`config.mk`:
```
export PLATFORM = sky130hd
export DESIGN_NAME = halton_sequence_generator_core
export DESIGN_NICKNAME = d
export VERILOG_FILES = /design/src/hsg_pkg.sv /design/src/hsg_ram.sv /design/src/hsg_div.sv /design/src/halton_sequence_generator_core.sv
export SDC_FILE = /design/constraint.sdc
export NUM_CORES = 1
export LEC_CHECK = 0
export ABC_AREA = 1
export BUFFER_PORTS_ARGS = -buffer_cell sky130_fd_sc_hd__buf_4
export CORE_ASPECT_RATIO = 0.9
export CORE_MARGIN = 1
export CORE_UTILIZATION = 30
export DETAILED_ROUTE_END_ITERATION = 8
export PLACE_DENSITY = 0.42
export SLEW_MARGIN = 40
export SYNTH_ARGS = -nofsm -noshare
export SYNTH_HDL_FRONTEND = slang
export SYNTH_HIERARCHICAL = 1
export SYNTH_SLANG_ARGS = --single-unit
```
`constraint.sdc`:
```
create_clock -name clk -period 8.9 [get_ports clk]
set_clock_uncertainty 0.15 [all_clocks]
set_input_delay 0.89 -clock clk [delete_from_list [all_inputs] [get_ports clk]]
set_output_delay 0.89 -clock clk [all_outputs]
set_load 0.05 [all_outputs]
```
`src/hsg_pkg.sv`:
```
// ----------------------------------------------------------------------------
// hsg_pkg: shared constants and the prime base table
// Widths and defaults shared by the Halton generator core and its parts.
// ----------------------------------------------------------------------------
package hsg_pkg;

  localparam int MAX_DIM_DEF   = 8;
  localparam int FRAC_BITS_DEF = 32;
  localparam int DIGIT_W       = 8;   // largest base 131 fits in 8 bits
  localparam int PRIME_CNT     = 32;
  localparam int MAX_DIGITS    = 32;  // base 2 digits of a 32-bit index

  // Configuration register indexes
  localparam logic CFG_DIM_COUNT   = 1'b0;
  localparam logic CFG_START_INDEX = 1'b1;

  function automatic logic [DIGIT_W-1:0] prime_of(input logic [4:0] idx);
    logic [DIGIT_W-1:0] p;
    case (idx)
      5'd0:  p = 8'd2;
      5'd1:  p = 8'd3;
      5'd2:  p = 8'd5;
      5'd3:  p = 8'd7;
      5'd4:  p = 8'd11;
      5'd5:  p = 8'd13;
      5'd6:  p = 8'd17;
      5'd7:  p = 8'd19;
      5'd8:  p = 8'd23;
      5'd9:  p = 8'd29;
      5'd10: p = 8'd31;
      5'd11: p = 8'd37;
      5'd12: p = 8'd41;
      5'd13: p = 8'd43;
      5'd14: p = 8'd47;
      5'd15: p = 8'd53;
      5'd16: p = 8'd59;
      5'd17: p = 8'd61;
      5'd18: p = 8'd67;
      5'd19: p = 8'd71;
      5'd20: p = 8'd73;
      5'd21: p = 8'd79;
      5'd22: p = 8'd83;
      5'd23: p = 8'd89;
      5'd24: p = 8'd97;
      5'd25: p = 8'd101;
      5'd26: p = 8'd103;
      5'd27: p = 8'd107;
      5'd28: p = 8'd109;
      5'd29: p = 8'd113;
      5'd30: p = 8'd127;
      default: p = 8'd131;
    endcase
    return p;
  endfunction

endpackage

```
`src/hsg_ram.sv`:
```
// ----------------------------------------------------------------------------
// hsg_ram: generic single-write, single-read RAM
// One write port, one read port, read data registered.
// ----------------------------------------------------------------------------
module hsg_ram #(
  parameter int WIDTH = 8,
  parameter int DEPTH = 32
) (
  input  logic                     clk,
  input  logic                     we,
  input  logic [$clog2(DEPTH)-1:0] waddr,
  input  logic [WIDTH-1:0]         wdata,
  input  logic [$clog2(DEPTH)-1:0] raddr,
  output logic [WIDTH-1:0]         rdata
);

  logic [WIDTH-1:0] mem [DEPTH];
  logic [WIDTH-1:0] rdata_r;

  always_ff @(posedge clk) begin
    if (we) begin
      mem[waddr] <= wdata;
    end
    rdata_r <= mem[raddr];
  end

  assign rdata = rdata_r;

endmodule

```
`src/hsg_div.sv`:
```
// ----------------------------------------------------------------------------
// hsg_div: restoring divider by a small base
// One quotient bit per cycle; done pulses with quotient and remainder valid.
// ----------------------------------------------------------------------------
module hsg_div #(
  parameter int NW = 40
) (
  input  logic                       clk,
  input  logic                       rst_n,
  input  logic                       start,
  input  logic [NW-1:0]              num,
  input  logic [hsg_pkg::DIGIT_W-1:0] base,
  output logic                       done,
  output logic [NW-1:0]              quot,
  output logic [hsg_pkg::DIGIT_W-1:0] rem
);

  localparam int CW = $clog2(NW + 1);

  logic [NW-1:0]               q_r;
  logic [hsg_pkg::DIGIT_W-1:0] r_r;
  logic [CW-1:0]               cnt_r;
  logic                        busy_r;
  logic                        done_r;
  logic [hsg_pkg::DIGIT_W:0]   part;
  logic [hsg_pkg::DIGIT_W:0]   diff;
  logic                        ge;

  always_comb begin
    part = {r_r, q_r[NW-1]};
    diff = part - {1'b0, base};
    ge   = (part >= {1'b0, base});
  end

  always_ff @(posedge clk) begin
    if (!rst_n) begin
      busy_r <= 1'b0;
      done_r <= 1'b0;
      cnt_r  <= '0;
    end else begin
      done_r <= 1'b0;
      if (start) begin
        busy_r <= 1'b1;
        cnt_r  <= CW'(NW);
      end else if (busy_r) begin
        cnt_r <= cnt_r - 1'b1;
        if (cnt_r == CW'(1)) begin
          busy_r <= 1'b0;
          done_r <= 1'b1;
        end
      end
    end
  end

  // shift in one numerator bit, subtract base where it fits
  always_ff @(posedge clk) begin
    if (start) begin
      q_r <= num;
      r_r <= '0;
    end else if (busy_r) begin
      q_r <= {q_r[NW-2:0], ge};
      r_r <= ge ? diff[hsg_pkg::DIGIT_W-1:0] : part[hsg_pkg::DIGIT_W-1:0];
    end
  end

  assign done = done_r;
  assign quot = q_r;
  assign rem  = r_r;

endmodule

```
`src/halton_sequence_generator_core.sv`:
```
// ----------------------------------------------------------------------------
// halton_sequence_generator_core: Halton point generator
// Each request with request=1 yields one point: one coordinate per active
// dimension, dimension d in base prime(d+1), the last one flagged.
// ----------------------------------------------------------------------------
// Usage: write dim_count (index 0) and start_index (index 1) while idle; a
// start_index write also loads the index counter. Each accepted item with
// request=1 emits dim_count coordinates (clamped to 1..MAX_DIM) as unsigned
// 32-bit fractions, truncated; request=0 is taken and dropped. One item is in
// work at a time. Digit extraction and the nested long division both run
// through one bit-serial divider, NW = max(32, FRAC_BITS+8), that resolves
// one quotient bit per cycle; digits are parked in a 32-entry digit RAM
// between the two passes. An index of zero skips both passes and gives a
// zero coordinate. The output waits in place until taken.
// ----------------------------------------------------------------------------
module halton_sequence_generator_core #(
  parameter int MAX_DIM   = hsg_pkg::MAX_DIM_DEF,
  parameter int FRAC_BITS = hsg_pkg::FRAC_BITS_DEF
) (
  input  logic        clk,
  input  logic        rst_n,
  input  logic        in_valid,
  output logic        in_ready,
  input  logic        in_request,
  output logic        out_valid,
  input  logic        out_ready,
  output logic [31:0] out_coordinate,
  output logic [2:0]  out_dim_index,
  output logic        out_last,
  input  logic        cfg_we,
  input  logic        cfg_index,
  input  logic [31:0] cfg_wdata
);

  localparam int NW  = (FRAC_BITS + hsg_pkg::DIGIT_W > 32) ?
                       FRAC_BITS + hsg_pkg::DIGIT_W : 32;
  localparam int DW  = $clog2(MAX_DIM + 1);
  localparam int AW  = $clog2(hsg_pkg::MAX_DIGITS);
  localparam int NDW = AW + 1;
  localparam int SHR = (FRAC_BITS >= 32) ? FRAC_BITS - 32 : 0;
  localparam int SHL = (FRAC_BITS >= 32) ? 0 : 32 - FRAC_BITS;

  typedef enum logic [6:0] {
    ST_IDLE     = 7'b0000001,
    ST_EXT_GO   = 7'b0000010,
    ST_EXT_WAIT = 7'b0000100,
    ST_ACC_RD   = 7'b0001000,
    ST_ACC_GO   = 7'b0010000,
    ST_ACC_WAIT = 7'b0100000,
    ST_OUT      = 7'b1000000
  } state_t;

  state_t                      state_r;
  logic [3:0]                  dim_count_r;
  logic [31:0]                 index_cnt_r;
  logic [DW-1:0]               d_r;
  logic [DW-1:0]               n_r;
  logic [31:0]                 v_r;
  logic [FRAC_BITS-1:0]        y_r;
  logic [NDW-1:0]              ndig_r;

  logic [DW-1:0]               n_eff;
  logic [hsg_pkg::DIGIT_W-1:0] base;
  logic                        div_start;
  logic [NW-1:0]               div_num;
  logic                        div_done;
  logic [NW-1:0]               div_quot;
  logic [hsg_pkg::DIGIT_W-1:0] div_rem;
  logic                        ram_we;
  logic [AW-1:0]               ram_raddr;
  logic [hsg_pkg::DIGIT_W-1:0] ram_rdata;
  logic [31:0]                 coord;
  logic                        last;

  // clamp the dimension count to 1..MAX_DIM
  always_comb begin
    if (dim_count_r == 4'd0) begin
      n_eff = DW'(1);
    end else if (32'(dim_count_r) > 32'(MAX_DIM)) begin
      n_eff = DW'(MAX_DIM);
    end else begin
      n_eff = DW'(dim_count_r);
    end
  end

  assign base = hsg_pkg::prime_of(5'(d_r));
  assign last = (d_r + 1'b1 == n_r);

  always_comb begin
    div_start = 1'b0;
    div_num   = NW'(v_r);
    if (state_r == ST_EXT_GO) begin
      div_start = 1'b1;
    end else if (state_r == ST_ACC_GO) begin
      div_start = 1'b1;
      div_num   = (NW'(ram_rdata) << FRAC_BITS) | NW'(y_r);
    end
  end

  assign ram_we    = (state_r == ST_EXT_WAIT) && div_done;
  assign ram_raddr = AW'(ndig_r - 1'b1);

  // bring the fraction to 32 bits
  always_comb begin
    if (FRAC_BITS >= 32) begin
      coord = 32'(y_r >> SHR);
    end else begin
      coord = 32'(y_r) << SHL;
    end
  end

  always_ff @(posedge clk) begin
    if (!rst_n) begin
      state_r     <= ST_IDLE;
      dim_count_r <= 4'd1;
      index_cnt_r <= '0;
      d_r         <= '0;
      n_r         <= DW'(1);
      ndig_r      <= '0;
    end else begin
      if (cfg_we) begin
        case (cfg_index)
          hsg_pkg::CFG_DIM_COUNT:   dim_count_r <= cfg_wdata[3:0];
          hsg_pkg::CFG_START_INDEX: index_cnt_r <= cfg_wdata;
          default: ;
        endcase
      end
      case (state_r)
        ST_IDLE: begin
          // take one item; drop it when it does not request a point
          if (in_valid && in_request) begin
            n_r    <= n_eff;
            d_r    <= '0;
            ndig_r <= '0;
            state_r <= (index_cnt_r == 32'd0) ? ST_OUT : ST_EXT_GO;
          end
        end
        ST_EXT_GO: state_r <= ST_EXT_WAIT;
        ST_EXT_WAIT: begin
          if (div_done) begin
            ndig_r <= ndig_r + 1'b1;
            if (div_quot[31:0] == 32'd0 ||
                ndig_r == NDW'(hsg_pkg::MAX_DIGITS - 1)) begin
              state_r <= ST_ACC_RD;
            end else begin
              state_r <= ST_EXT_GO;
            end
          end
        end
        ST_ACC_RD: begin
          ndig_r  <= ndig_r - 1'b1;
          state_r <= ST_ACC_GO;
        end
        ST_ACC_GO: state_r <= ST_ACC_WAIT;
        ST_ACC_WAIT: begin
          if (div_done) begin
            state_r <= (ndig_r == '0) ? ST_OUT : ST_ACC_RD;
          end
        end
        ST_OUT: begin
          if (out_ready) begin
            if (last) begin
              index_cnt_r <= index_cnt_r + 1'b1;
              state_r     <= ST_IDLE;
            end else begin
              // advance to the next dimension, same index
              d_r     <= d_r + 1'b1;
              ndig_r  <= '0;
              state_r <= (index_cnt_r == 32'd0) ? ST_OUT : ST_EXT_GO;
            end
          end
        end
        default: state_r <= ST_IDLE;
      endcase
    end
  end

  // datapath registers: remaining index and partial fraction
  always_ff @(posedge clk) begin
    case (state_r)
      ST_IDLE: begin
        v_r <= index_cnt_r;
        y_r <= '0;
      end
      ST_EXT_WAIT: begin
        if (div_done) begin
          v_r <= div_quot[31:0];
        end
      end
      ST_ACC_WAIT: begin
        if (div_done) begin
          y_r <= div_quot[FRAC_BITS-1:0];
        end
      end
      ST_OUT: begin
        if (out_ready) begin
          v_r <= index_cnt_r;
          y_r <= '0;
        end
      end
      default: ;
    endcase
  end

  hsg_div #(
    .NW(NW)
  ) u_div (
    .clk   (clk),
    .rst_n (rst_n),
    .start (div_start),
    .num   (div_num),
    .base  (base),
    .done  (div_done),
    .quot  (div_quot),
    .rem   (div_rem)
  );

  hsg_ram #(
    .WIDTH(hsg_pkg::DIGIT_W),
    .DEPTH(hsg_pkg::MAX_DIGITS)
  ) u_digits (
    .clk   (clk),
    .we    (ram_we),
    .waddr (ndig_r[AW-1:0]),
    .wdata (div_rem),
    .raddr (ram_raddr),
    .rdata (ram_rdata)
  );

  assign in_ready       = (state_r == ST_IDLE);
  assign out_valid      = (state_r == ST_OUT);
  assign out_coordinate = coord;
  assign out_dim_index  = 3'(d_r);
  assign out_last       = last;

endmodule
```
==> flow_metrics.env <==
export IMPL_status="finished, final reports clean"
export IMPL_power_w=0.00736
export IMPL_synth_seq_area_share_pct=59.8
export IMPL_dieArea_um2=71100
export IMPL_hpwlAfterDp_um=39000
export IMPL_fin_area_um2=24000
export IMPL_cts_hold_buf=0
export IMPL_core_area_um2=68900
export IMPL_wirelength_um=61400
export IMPL_route_met2_wl_um=27100
export IMPL_cts_root_buf="clkbuf_16"
export IMPL_relSlewSlack_pct=42.0
export IMPL_synth_distinct_cells=48
export IMPL_synth_async_reset_ratio_pct=0
export IMPL_numCtsBuffers=52
export IMPL_synth_warnings=6
export IMPL_area_growth_pct=14.4
export IMPL_dr_wl_met3_um=2860
export IMPL_nNetsFinal=2396
export IMPL_route_vias_total=15800
export IMPL_row_count=91
export IMPL_grt_first_pass_wirelength_um=94300
export IMPL_synth_ff_type="edfxtp_1"
export IMPL_drive_gt1_share_pct=10.3
export IMPL_syn_avg_cell_area_um2=9.20
export IMPL_rsz0062_at_grt="false"
export IMPL_wire_per_inst_um=18.6
export IMPL_cp_data_arrival_time_ns=4.06
export IMPL_cap_violations=0
export IMPL_grt_ovfl_total=0
export IMPL_tightest_slew_ns=0.866
export IMPL_worst_ep_required_time_ns=9.28
export IMPL_cts_tree="done"
export IMPL_vdd_ir_drop_worst_v=0.000139
export IMPL_grt_start_max_net_pins=78
export IMPL_die_w_um=281
export IMPL_numPortBuffers=76
export IMPL_drt_iter0_markers=1378
export IMPL_period_minus_slack_ns=3.68
export IMPL_placed_cells=3212
export IMPL_power_density_nw_per_um2=306
export IMPL_grtUsageTotal_pct=17.4
export IMPL_stdcell_count=3306
export IMPL_die_h_um=253
export IMPL_grt_antenna_before_repair=0
export IMPL_finalSetupViolCount=0
export IMPL_timing_fmax_mhz=272
export IMPL_drcViolationCount=0
export IMPL_period_share_pct=41.3
export IMPL_clockBufferDepth=3
export IMPL_wl_met1_um=30300
export IMPL_post_cts_buffers=0
export IMPL_vias_per_cell=4.78
export IMPL_grt_pass1_vias=15300
export IMPL_ant_nets=0
export IMPL_top_layer_used="met4"
export IMPL_drv_slew=0
export IMPL_hold_depth=2
export IMPL_place_area_um2=22400
export IMPL_cp_max_fo=65
export IMPL_cts_resized=0
export IMPL_r2r_worst_path_cells=12
export IMPL_clkSinkCount=447
export IMPL_syn_area_um2=21000
export IMPL_antenna_cells=0
export IMPL_h_tree_depth=2
export IMPL_netlist_instances=2284
export IMPL_gp_congestion=0.845
export IMPL_start_util_pct=30.5
export IMPL_ioPinCount=77
export IMPL_hp_class="reg2reg"
export IMPL_p_leak_nw=9.51
export IMPL_hold_viol_final=0
export IMPL_synth_edff_count=360
export IMPL_final_core_util_pct=34.9
export IMPL_tns_ns=0
export IMPL_clk_latency_ns=0.61
export IMPL_clk_pin_slew_ns=0.06
export IMPL_critPathLaunchType="flop"
export IMPL_drt_first_pass_iters=6
export IMPL_ys_ff_latch=447
export IMPL_worstSetupEndpointType="flop"
export IMPL_critPathKind="reg2reg"
==> routing by layer <==
layer | global-route usage [%] | up-vias
met1 | 25.7 | 7641
met3 | 2.45 | 66
li1 | - | 7750
met4 | 4.50 | 0
met2 | 26.4 | 352
met5 | 0 | -
==> stage by stage <==
| stage | hold WS (ns) | setup WS (ns) |
|---|---|---|
| 2_1_floorplan | 0.291 | 4.68 |
| 3_3_place_gp | 0.323 | 4.56 |
| 3_5_place_dp | 0.325 | 5.20 |
| 4_1_cts | 0.337 | 5.17 |
| 5_1_grt | 0.360 | 4.89 |
| 6_report | 0.333 | 5.22 |
==> layout by cell type (no fill, tap or decap), types with 9 or more instances in the layout <==
| cell | netlist | final |
|---|---|---|
| clkbuf_1 | 42 | 14 |
| inv_1 | 169 | 166 |
| o21ai_0 | 108 | 108 |
| clkinv_1 | 5 | 12 |
| clkinv_2 | 0 | 9 |
| a21oi_1 | 45 | 45 |
| clkbuf_16 | 0 | 53 |
| nor3_1 | 27 | 27 |
| xor2_1 | 16 | 15 |
| ha_1 | 20 | 20 |
| nor2_2 | 11 | 25 |
| nand2_2 | 10 | 11 |
| buf_4 | 7 | 100 |
| nand3_1 | 263 | 262 |
| nand4_1 | 40 | 40 |
| dfxtp_1 | 87 | 87 |
| nor2_1 | 148 | 134 |
| nand3b_1 | 10 | 10 |
| nand2_1 | 793 | 792 |
| edfxtp_1 | 360 | 360 |
| a31oi_1 | 14 | 14 |
==> path summary, 6_finish.rpt <==
kind,endpoint,slack (ns),from
max,u_digits/rdata[2],5.22,ndig_r[0]
min,n_r[1],0.33,dim_count_r[1]
max reg2reg,u_digits/rdata[2],5.22,ndig_r[0]
min reg2reg,n_r[1],0.33,dim_count_r[1]
==> cell usage after synthesis (11+ instances only) <==
cell	count	area share [%]
nand2_1	793	14
edfxtp_1	360	51
nand3_1	263	6.3
inv_1	169	3.0
nor2_1	148	2.6
o21ai_0	108	2.6
dfxtp_1	87	8.3
a21oi_1	45	1.1
clkbuf_1	42	0.75
nand4_1	40	1.2
nor3_1	27	0.64
buf_2	26	0.62
buf_6	25	1.3
ha_1	20	1.2
xor2_1	16	0.67
a31oi_1	14	0.42
nor2_2	11	0.33
==> flip-flops by register name (all words and copies together) (netlist names) <==
| signal | cells |
|---|---|
| u_div/rem | 8 |
| u_digits/mem | 256 |
| u_div/busy_r | 1 |
| ndig_r | 6 |
| state_r | 7 |
| base | 6 |
| u_div/cnt_r | 6 |
| u_digits/rdata | 8 |
| out_coordinate | 32 |
| u_div/quot | 40 |
| v_r | 32 |
| index_cnt_r | 32 |
| d_r | 4 |
| dim_count_r | 4 |
| u_div/done | 1 |
| n_r | 4 |
==> cells by family after synthesis <==
group                      Yosys count  share of synthesized area [%]
other                                1                         0.0179
xor gates and xnor gates            19                          0.792
DFF                                447                           59.8
AOI/OAI and AO/OA                  185                           4.69
adders and majority gates           21                           1.29
buffers and inverters              284                           6.25
and+or+nand+nor                   1327                           27.2
==> worst max-delay path, stage by stage (launching register included) <==
cell and delay (ns):
dfxtp_1 0.52, clkinv_4 0.45, ha_1 0.49, inv_2 0.05, buf_4 0.60, inv_4 0.48, nand3_1 0.23, nand3_1 0.11
nand2_1 0.10, nand2_1 0.08, nand2_1 0.14, nand2_1 0.08, nand2_1 0.07
==> cell type report <==
cell class                 count  area (um2)
tap                          930        1160
clock inverter                24         229
fill                        7150       44900
multi-input combinational   1554        7220
sequential                   447       12600
timing repair buffer         101         762
clock buffer                  70        1420
inverter                     180         688
==> power breakdown <==
part           switching [W]  internal, W  leakage (nW)
Combinational        0.00173     0.000642          4.60
Sequential          0.000176      0.00272          4.11
Clock               0.000878      0.00121         0.806
Total                0.00278      0.00458          9.51
Note: power is estimated with default switching activity, not from simulation.
